<file path="src/hdl/frp_pkg.sv">
// Package for the frame receive / patch / resend core.
// Holds the phase type, frame marker bytes, register indexes and reset values.
// No dependencies.
package frp_pkg;

  // Frame parser phase
  typedef enum logic [1:0] {
    PH_HUNT    = 2'd0,
    PH_WAIT    = 2'd1,
    PH_PAYLOAD = 2'd2,
    PH_TRAIL   = 2'd3
  } phase_t;

  // Frame marker bytes
  localparam logic [7:0] HEADER_BYTE = 8'h54;
  localparam logic [7:0] SECOND_BYTE = 8'h00;

  // Configuration register indexes
  localparam logic [1:0] REG_PATCH_ENABLE = 2'd0;
  localparam logic [1:0] REG_PATCH_OFFSET = 2'd1;
  localparam logic [1:0] REG_PATCH_VALUE  = 2'd2;

  // Configuration reset values
  localparam logic       PATCH_ENABLE_RST = 1'b1;
  localparam logic [6:0] PATCH_OFFSET_RST = 7'd17;
  localparam logic [7:0] PATCH_VALUE_RST  = 8'h08;

endpackage

</file>
<file path="src/hdl/frame_receive_patch_resend_core.sv">
// Top level of the frame receive / patch / resend core.
// Parses 0x54 0x00 framed bytes, patches one byte, resends a recomputed sum.
// Depends on frp_pkg.
//
//   channel | dir | handshake              | payload
//   --------+-----+------------------------+--------------------------------
//   in_     | in  | in_tvalid / in_tready  | tdata: rx_byte
//   out_    | out | out_tvalid / out_tready| tdata: tx_byte, tlast: frame_end,
//           |     |                        | tuser: checksum_ok
//   cfg_    | in  | cfg_we                 | cfg_index, cfg_data
//
// One word per cycle unless the output stalls: each word is parsed in the
// cycle it is accepted and is in the output register the next cycle.
// The output register is the only stage; a new word is taken whenever that
// register is empty or is being drained in the same cycle.
// Words outside a frame are consumed without producing a result.
// Reset (rst_n low, synchronous) returns to header hunt, clears both sums and
// loads the register defaults.
module frame_receive_patch_resend_core
  import frp_pkg::*;
#(
  parameter int FRAME_BYTES = 128
) (
  input  logic       clk,
  input  logic       rst_n,
  // input stream
  input  logic       in_tvalid,
  output logic       in_tready,
  input  logic [7:0] in_tdata,    // [7:0] rx_byte
  // result stream
  output logic       out_tvalid,
  input  logic       out_tready,
  output logic [7:0] out_tdata,   // [7:0] tx_byte
  output logic       out_tlast,   // frame_end
  output logic       out_tuser,   // checksum_ok
  // configuration writes
  input  logic       cfg_we,
  input  logic [1:0] cfg_index,
  input  logic [7:0] cfg_data
);

  localparam int POS_W = $clog2(FRAME_BYTES);
  localparam int CMP_W = (POS_W > 7) ? POS_W : 7;
  localparam logic [POS_W-1:0] LAST_POS = POS_W'(FRAME_BYTES - 1);

  // configuration registers
  logic       patch_en_r;
  logic [6:0] patch_off_r;
  logic [7:0] patch_val_r;

  // parser state
  phase_t           phase_r, phase_nxt;
  logic [POS_W-1:0] pos_r, pos_nxt;
  logic [7:0]       rsum_r, rsum_nxt;
  logic [7:0]       ssum_r, ssum_nxt;

  // output register
  logic       out_valid_r, out_valid_nxt;
  logic [7:0] out_byte_r, out_byte_nxt;
  logic       out_last_r, out_last_nxt;
  logic       out_ok_r, out_ok_nxt;

  logic             accept;
  logic             emit;
  logic [POS_W-1:0] base_pos;
  logic [7:0]       base_rsum;
  logic [7:0]       base_ssum;
  logic [7:0]       fwd_byte;
  logic [POS_W-1:0] pos_inc;

  assign in_tready = !out_valid_r || out_tready;
  assign accept    = in_tvalid && in_tready;

  // configuration write port
  always_ff @(posedge clk) begin
    if (!rst_n) begin
      patch_en_r  <= PATCH_ENABLE_RST;
      patch_off_r <= PATCH_OFFSET_RST;
      patch_val_r <= PATCH_VALUE_RST;
    end else if (cfg_we) begin
      unique case (cfg_index)
        REG_PATCH_ENABLE: patch_en_r  <= cfg_data[0];
        REG_PATCH_OFFSET: patch_off_r <= cfg_data[6:0];
        REG_PATCH_VALUE:  patch_val_r <= cfg_data;
        default: ;
      endcase
    end
  end

  // frame byte path: a header restarts position and sums
  always_comb begin
    base_pos  = (phase_r == PH_HUNT) ? '0 : pos_r;
    base_rsum = (phase_r == PH_HUNT) ? '0 : rsum_r;
    base_ssum = (phase_r == PH_HUNT) ? '0 : ssum_r;
    fwd_byte  = (patch_en_r && (CMP_W'(base_pos) == CMP_W'(patch_off_r))) ?
                patch_val_r : in_tdata;
    pos_inc   = base_pos + 1'b1;
  end

  // next state and result
  always_comb begin
    phase_nxt     = phase_r;
    pos_nxt       = pos_r;
    rsum_nxt      = rsum_r;
    ssum_nxt      = ssum_r;
    emit          = 1'b0;
    out_byte_nxt  = out_byte_r;
    out_last_nxt  = out_last_r;
    out_ok_nxt    = out_ok_r;
    if (accept) begin
      unique case (phase_r)
        PH_HUNT: begin
          if (in_tdata == HEADER_BYTE) begin
            emit      = 1'b1;
            phase_nxt = PH_WAIT;
          end
        end
        PH_WAIT: begin
          if (in_tdata == SECOND_BYTE) begin
            emit      = 1'b1;
            phase_nxt = (pos_inc >= LAST_POS) ? PH_TRAIL : PH_PAYLOAD;
          end
        end
        PH_PAYLOAD: begin
          emit      = 1'b1;
          phase_nxt = (pos_inc >= LAST_POS) ? PH_TRAIL : PH_PAYLOAD;
        end
        PH_TRAIL: begin
          phase_nxt = PH_HUNT;
          pos_nxt   = '0;
        end
        default: ;
      endcase
      if (emit) begin
        pos_nxt      = pos_inc;
        rsum_nxt     = base_rsum + in_tdata;
        ssum_nxt     = base_ssum + fwd_byte;
        out_byte_nxt = fwd_byte;
        out_last_nxt = 1'b0;
        out_ok_nxt   = 1'b0;
      end else if (phase_r == PH_TRAIL) begin
        out_byte_nxt = ssum_r;
        out_last_nxt = 1'b1;
        out_ok_nxt   = (in_tdata == rsum_r);
      end
    end
    // output register load / drain
    if (accept && (emit || phase_r == PH_TRAIL)) begin
      out_valid_nxt = 1'b1;
    end else if (out_tready) begin
      out_valid_nxt = 1'b0;
    end else begin
      out_valid_nxt = out_valid_r;
    end
  end

  // state registers
  always_ff @(posedge clk) begin
    if (!rst_n) begin
      phase_r     <= PH_HUNT;
      pos_r       <= '0;
      rsum_r      <= '0;
      ssum_r      <= '0;
      out_valid_r <= 1'b0;
    end else begin
      phase_r     <= phase_nxt;
      pos_r       <= pos_nxt;
      rsum_r      <= rsum_nxt;
      ssum_r      <= ssum_nxt;
      out_valid_r <= out_valid_nxt;
    end
  end

  // payload registers
  always_ff @(posedge clk) begin
    out_byte_r <= out_byte_nxt;
    out_last_r <= out_last_nxt;
    out_ok_r   <= out_ok_nxt;
  end

  assign out_tvalid = out_valid_r;
  assign out_tdata  = out_byte_r;
  assign out_tlast  = out_last_r;
  assign out_tuser  = out_ok_r;

  // checks
  a_result_needs_word: assert property (@(posedge clk) disable iff (!rst_n)
    $rose(out_tvalid) |-> $past(in_tvalid && in_tready))
    else $error("result appeared without an accepted word");

  a_ok_only_on_last: assert property (@(posedge clk) disable iff (!rst_n)
    (out_tvalid && out_tuser) |-> out_tlast)
    else $error("checksum_ok set on a non-trailer word");

  a_hunt_pos_zero: assert property (@(posedge clk) disable iff (!rst_n)
    (phase_r == PH_HUNT) |-> (pos_r == '0))
    else $error("position not cleared while hunting");

  a_trailer_ends_frame: assert property (@(posedge clk) disable iff (!rst_n)
    (in_tvalid && in_tready && phase_r == PH_TRAIL) |=>
      (phase_r == PH_HUNT && out_tvalid && out_tlast))
    else $error("trailer did not close the frame");

endmodule
</file>
<file path="config.mk">
export PLATFORM = sky130hd
export DESIGN_NAME = frame_receive_patch_resend_core
export DESIGN_NICKNAME = d
export VERILOG_FILES = /design/src/hdl/frp_pkg.sv /design/src/hdl/frame_receive_patch_resend_core.sv
export SDC_FILE = /design/constraint.sdc
export NUM_CORES = 1
export LEC_CHECK = 0
export BUFFER_PORTS_ARGS = -buffer_cell sky130_fd_sc_hd__clkbuf_2
export CAP_MARGIN = 20
export CORE_MARGIN = 5
export CORE_UTILIZATION = 48
export DETAILED_ROUTE_END_ITERATION = 10
export PLACE_DENSITY = 0.63
export SLEW_MARGIN = 0
export SYNTH_ARGS = -nofsm -noshare
export SYNTH_HDL_FRONTEND = slang
export SYNTH_SLANG_ARGS = --single-unit
</file>
<file path="constraint.sdc">
create_clock -name clk -period 8.6 [get_ports clk]
set_input_delay 1.72 -clock clk [delete_from_list [all_inputs] [get_ports clk]]
set_output_delay 1.72 -clock clk [all_outputs]
set_load 0.02 [all_outputs]
</file>
* Word-level counts from Yosys, hierarchy flattened
Cells that the tools add are included.
** Operators by class
- Add/sub/neg operators :: 3
- Order comparisons :: 1
- Equal/unequal tests :: 10
- Mux-type cells :: 21
- Reduce and logical (&&, ||, !) cells :: 17
** Operator list (number)
- 8-bit 2-to-1 mux :: 5
- 7-bit 2-to-1 mux :: 3
- 8-bit adder :: 2
- 2-bit AND reduction :: 5
- 1-bit 2-to-1 mux :: 9
- 8-bit by 7-bit == test with 1-bit output (second input constant) :: 1
- 8-bit == test :: 1
- 8-bit logical NOT :: 1
- 2-bit case mux with 4 select lines :: 1
- 7-bit by 1-bit adder with 7-bit output (second input constant) :: 1
- 7-bit == test :: 1
- 7-bit greater-or-equal comparator (second input constant) :: 1
- 2-bit == test (second input constant) :: 3
- 2-bit by 1-bit == test with 1-bit output (second input constant) :: 2
- 2-bit logical NOT :: 2
- 2-bit 2-to-1 mux :: 2
- 2-bit nonzero test :: 2
- 1-bit logical AND :: 3
- 1-bit case mux with 3 select lines :: 1
- 3-bit AND reduction :: 1
- 1-bit logical OR :: 2
- 2-bit by 1-bit inequality test with 1-bit output (second input constant) :: 1
- 2-bit inequality test (second input constant) :: 1
- 1-bit logical NOT :: 1
** Storage, ports and cells
- Flip-flop bits (word level) :: 52
- Bits of input ports :: 23
- Output and inout port bits :: 12
- Word-level logic and storage cells :: 63

* Depth between registers and ports, before layout
- Word-level depth :: 8
- Depth in mapped cells :: 18
- Mapped depth without buffers :: 17

* Worst setup path after synthesis
No wires, ideal clock.
- Path type :: input to output
- Start :: input port out_tready
- End :: output port in_tready
- Arrival :: 1.960 ns
- Required time :: 6.880 ns
- Slack :: 4.920 ns
- Stages :: 1
- Path buffers :: 0
- Cells stage by stage :: nand2b_1
** On the way
- Word-level cells in the longest chain between the ends :: 1
** Ends and longest elaborated chain
- from (decl) :: RTL line frame_receive_patch_resend_core.sv:32 : input logic out_tready,
- 1-bit logical OR :: RTL line frame_receive_patch_resend_core.sv:71 : assign in_tready = !out_valid_r || out_tready;
- to (decl) :: RTL line frame_receive_patch_resend_core.sv:28 : output logic in_tready,
Every way passes these cells.

* Worst setup path after layout
- Start :: register phase_r[0]
- End :: register ssum_r[7]
** On the way
- Word-level cells in the longest chain between the ends :: 6
- Elaborated cells between the ends (all ways) :: 12
- Those cells by class :: add/sub (1); eq/ne (3); mux (5); reduce/logical (3)
** Ends and longest elaborated chain
- from (decl) :: RTL line frame_receive_patch_resend_core.sv:52 : phase_t phase_r, phase_nxt;
- from (signal assigned) :: RTL line frame_receive_patch_resend_core.sv:166 : phase_r <= phase_nxt;
- 2-bit logical NOT :: RTL line frame_receive_patch_resend_core.sv:92, frame_receive_patch_resend_core.sv:94, frame_receive_patch_resend_core.sv:111
- 7-bit 2-to-1 mux :: RTL line frame_receive_patch_resend_core.sv:92 : base_pos = (phase_r == PH_HUNT) ? '0 : pos_r;
- 7-bit == test :: RTL line frame_receive_patch_resend_core.sv:95 : fwd_byte = (patch_en_r && (CMP_W'(base_pos) == CMP_W'(patch_off_r))) ?
- 1-bit logical AND :: RTL line frame_receive_patch_resend_core.sv:95
- 8-bit 2-to-1 mux :: RTL line frame_receive_patch_resend_core.sv:95
- 8-bit adder :: RTL line frame_receive_patch_resend_core.sv:137 : ssum_nxt = base_ssum + fwd_byte;
- to (signal assigned) :: RTL line frame_receive_patch_resend_core.sv:169 : ssum_r <= ssum_nxt;
- to (decl) :: RTL line frame_receive_patch_resend_core.sv:55 : logic [7:0] ssum_r, ssum_nxt;
Parallel ways exist; a longest one is shown, timed or not. The select of a mux whose other input is x is not followed.
A chain may end at the register's enable or synchronous reset.

==> out/results.tsv <==
metric	value	unit
antenna violations before repair	0	
logic gate share of total power	8.7	%
Yosys warning count	0	
Total Wirelength	7270	µm
post-DP HPWL	5340	µm
Avg Cell Area, Syn	9.02	µm²
first-pass iteration count of the detailed router	4	
synth unique cells	54	
Die Area	8760	µm²
setup TNS	0	ns
Post-synth EDFFs	10	
commonest non-fill, non-tap cell in the layout	dfxtp_1	
Rel. slew slack	38.6	%
Min-Delay Startpoint	ssum_r[2]	
chip height	93.6	µm
Critical Path Source Type	register	
Area growth, synth to finish	9.40	%
Starting Density	49.4	%
sw frac	25.1	%
Worst Tran Pin Value	0.920	ns
CORE AREA	6790	µm²
Clk pwr share	33.5	%
antenna cell count	0	
Final setup viols	0	
gr usage total	17.7	%
# H-tree levels	2	
Critical R2R Capture	ssum_r[7]	
min cycle time layout	4.24	ns
Worst Hold Depth	2	
final worst slack	4.36	ns
CTS tree	built	
Final Net Count	443	
Initial DRC Count	118	
Crit path arrival time	4.48	ns
first-pass GRT wire length	12300	µm
clk buf depth	2	
Top FF cell, synth	dfxtp_1	
CP required	8.84	ns
FMAX	0.236	GHz
Die W	93.6	µm
GPL Wtd Cong	0.849	
Num CTS Buffers	5	
pwr dens	119	nW/µm²
Post-CTS Setup Bufs	0	
switching power	0.110	mW
total power	0.437	mW
hold crit path type	reg -> reg	
Non-Filler Instances	494	
Hold Buf Count CTS	0	
grt total ovfl	0	
Slew Limit Fails	0	
Internal	0.327	mW
final antenna-violating net count	0	
most frequent cells in the layout	42 x dfxtp_1, 38 x nand2_1, 35 x nor2b_1	
Critical Path Sink Type	register	
share of layout cells above drive strength 1	15.8	%
PortBufs	34	
Async S/R FF share, synth	0	%
Final Hold Fails	0	
Lkg Pwr	1.56	nW
# rows	30	
DRC viols	0	
VDD IR max	0.0530	mV
CP max FO	35	
max-cap violations	0	
RSZ-0062 raised after global routing	false	
io pins	35	
Clk pin slew, worst setup/hold paths	0.10	ns
Clock Skew	0.00926	ns
Tcrit/Tclk final	49.3	%
fin util	54.0	%
Vias/cell	5.27	
Syn Inst Count	372	
Seq/Total Area, Yosys	34.0	%
vias in the first global route	2471	
depth of the worst register-to-register path	16	
run status	finished clean	
R2R Setup Slk	4.36	ns
WL/cell	14.7	µm
Mapped Area	3350	µm²
flops & latches, synth	52	
Sink Count	52	
critical path class	reg -> reg	
Hold Path End	ssum_r[2]	
CTS resizes	0	
Worst Setup Slack post-DPL	4.30	ns
clk_lat worst skew	0.31	ns
crit path from	phase_r[0]	
Worst R2R Start	phase_r[0]	
Flop pwr share	57.8	%
Synth Net Count	418	
largest net degree at the start of global routing	48	
via count	2605	
CTS root buf	clkbuf_8	
Placed Cells	486	
## routing by layer
metal	up-vias	global-route usage (%)	wire, µm
met3	6	3.06	304
met1	1195	25.0	3670
li1	1352	-	-
met2	52	28.4	3220
met5	-	0	0
met4	0	3.97	68
## through the flow
stage,hold slack (ns),instance area [µm²]
3_3_place_gp,0.464,3570
6_report,0.481,3670
2_1_floorplan,0.439,3350
5_1_grt,0.517,3670
3_5_place_dp,0.470,3570
4_1_cts,0.484,3670
## power by group through the flow
stage | combinational (mW) | sequential, mW | clock (mW)
2_1_floorplan | 0.0250 | 0.257 | 0
3_3_place_gp | 0.0376 | 0.258 | 0
3_5_place_dp | 0.0377 | 0.258 | 0
4_1_cts | 0.0380 | 0.252 | 0.154
5_1_grt | 0.0426 | 0.253 | 0.163
6_report | 0.0380 | 0.252 | 0.146
## state kept, by name (all words and copies together), names as in the netlist, 2 cells and up
register,flops
phase_r,2
pos_r,7
patch_val_r,8
rsum_r,8
ssum_r,8
patch_off_r,7
out_tdata,8
## critical path: stages (launching register included)
cell	delay, ns
dfxtp_1	0.37
inv_1	0.09
ha_1	0.20
buf_4	0.25
nand2b_1	0.25
nand2_1	0.10
nand4_1	0.09
and4b_1	0.60
mux2_2	0.44
ha_1	0.32
a21oi_1	0.20
a31oi_1	0.13
or4_1	0.48
a21oi_1	0.17
mux2i_1	0.12
and2_1	0.20
o211ai_1	0.15
## cells in the mapped netlist (all sizes together), types with 3 or more instances
| cell | number | area [µm²] |
|---|---|---|
| a31oi | 4 | 25.0 |
| xnor2 | 8 | 70.1 |
| o211ai | 3 | 22.5 |
| mux2 | 13 | 146 |
| nor2b | 35 | 219 |
| ha | 21 | 263 |
| nand2 | 38 | 143 |
| and3 | 3 | 18.8 |
| o21a | 3 | 22.5 |
| o211a | 3 | 30.0 |
| nand3 | 13 | 65.1 |
| dfxtp | 42 | 841 |
| nor2 | 10 | 37.5 |
| o21ai | 20 | 100 |
| nand4 | 4 | 25.0 |
| clkbuf | 11 | 41.3 |
| nor4 | 3 | 18.8 |
| nand2b | 6 | 37.5 |
| inv | 20 | 75.1 |
| and2 | 3 | 18.8 |
| a22oi | 4 | 30.0 |
| buf | 7 | 47.5 |
| xor2 | 12 | 105 |
| nor3 | 4 | 25.0 |
| or4 | 3 | 26.3 |
| edfxtp | 10 | 300 |
| a21boi | 13 | 97.6 |
| a21oi | 9 | 45.0 |
| mux2i | 20 | 200 |
| nand3b | 6 | 45.0 |
## how the worst max path moves through the flow
| stage | to | slack, ns | depth (start not counted) |
|---|---|---|---|
| after floorplan | in_tready | 4.92 | 1 |
| after global placement | rsum_r[7] | 4.35 | 8 |
| after detailed placement | rsum_r[7] | 4.30 | 8 |
| after CTS | ssum_r[7] | 4.36 | 16 |
| after global routing | ssum_r[7] | 4.04 | 16 |
| final | ssum_r[7] | 4.36 | 16 |
## kinds of logic after synthesis
group / count (synthesis) / share of synthesized area, %
flops: 52 / 34.0
mux: 33 / 10.3
simple gates: 137 / 22.8
compound gates: 69 / 13.8
buf+inv: 38 / 4.89
fa+ha+maj: 23 / 9.03
xor+xnor: 20 / 5.22
## layout make-up
class,instances,area [µm²]
fillers,654,3120
multi-input cells,282,2050
flip-flops and latches,52,1140
repair buffers,36,185
well taps,96,120
inverters,20,75.1
clock buffers,5,68.8
clock inverters,3,27.5
No activity file was read; power rests on OpenSTA's default activity.
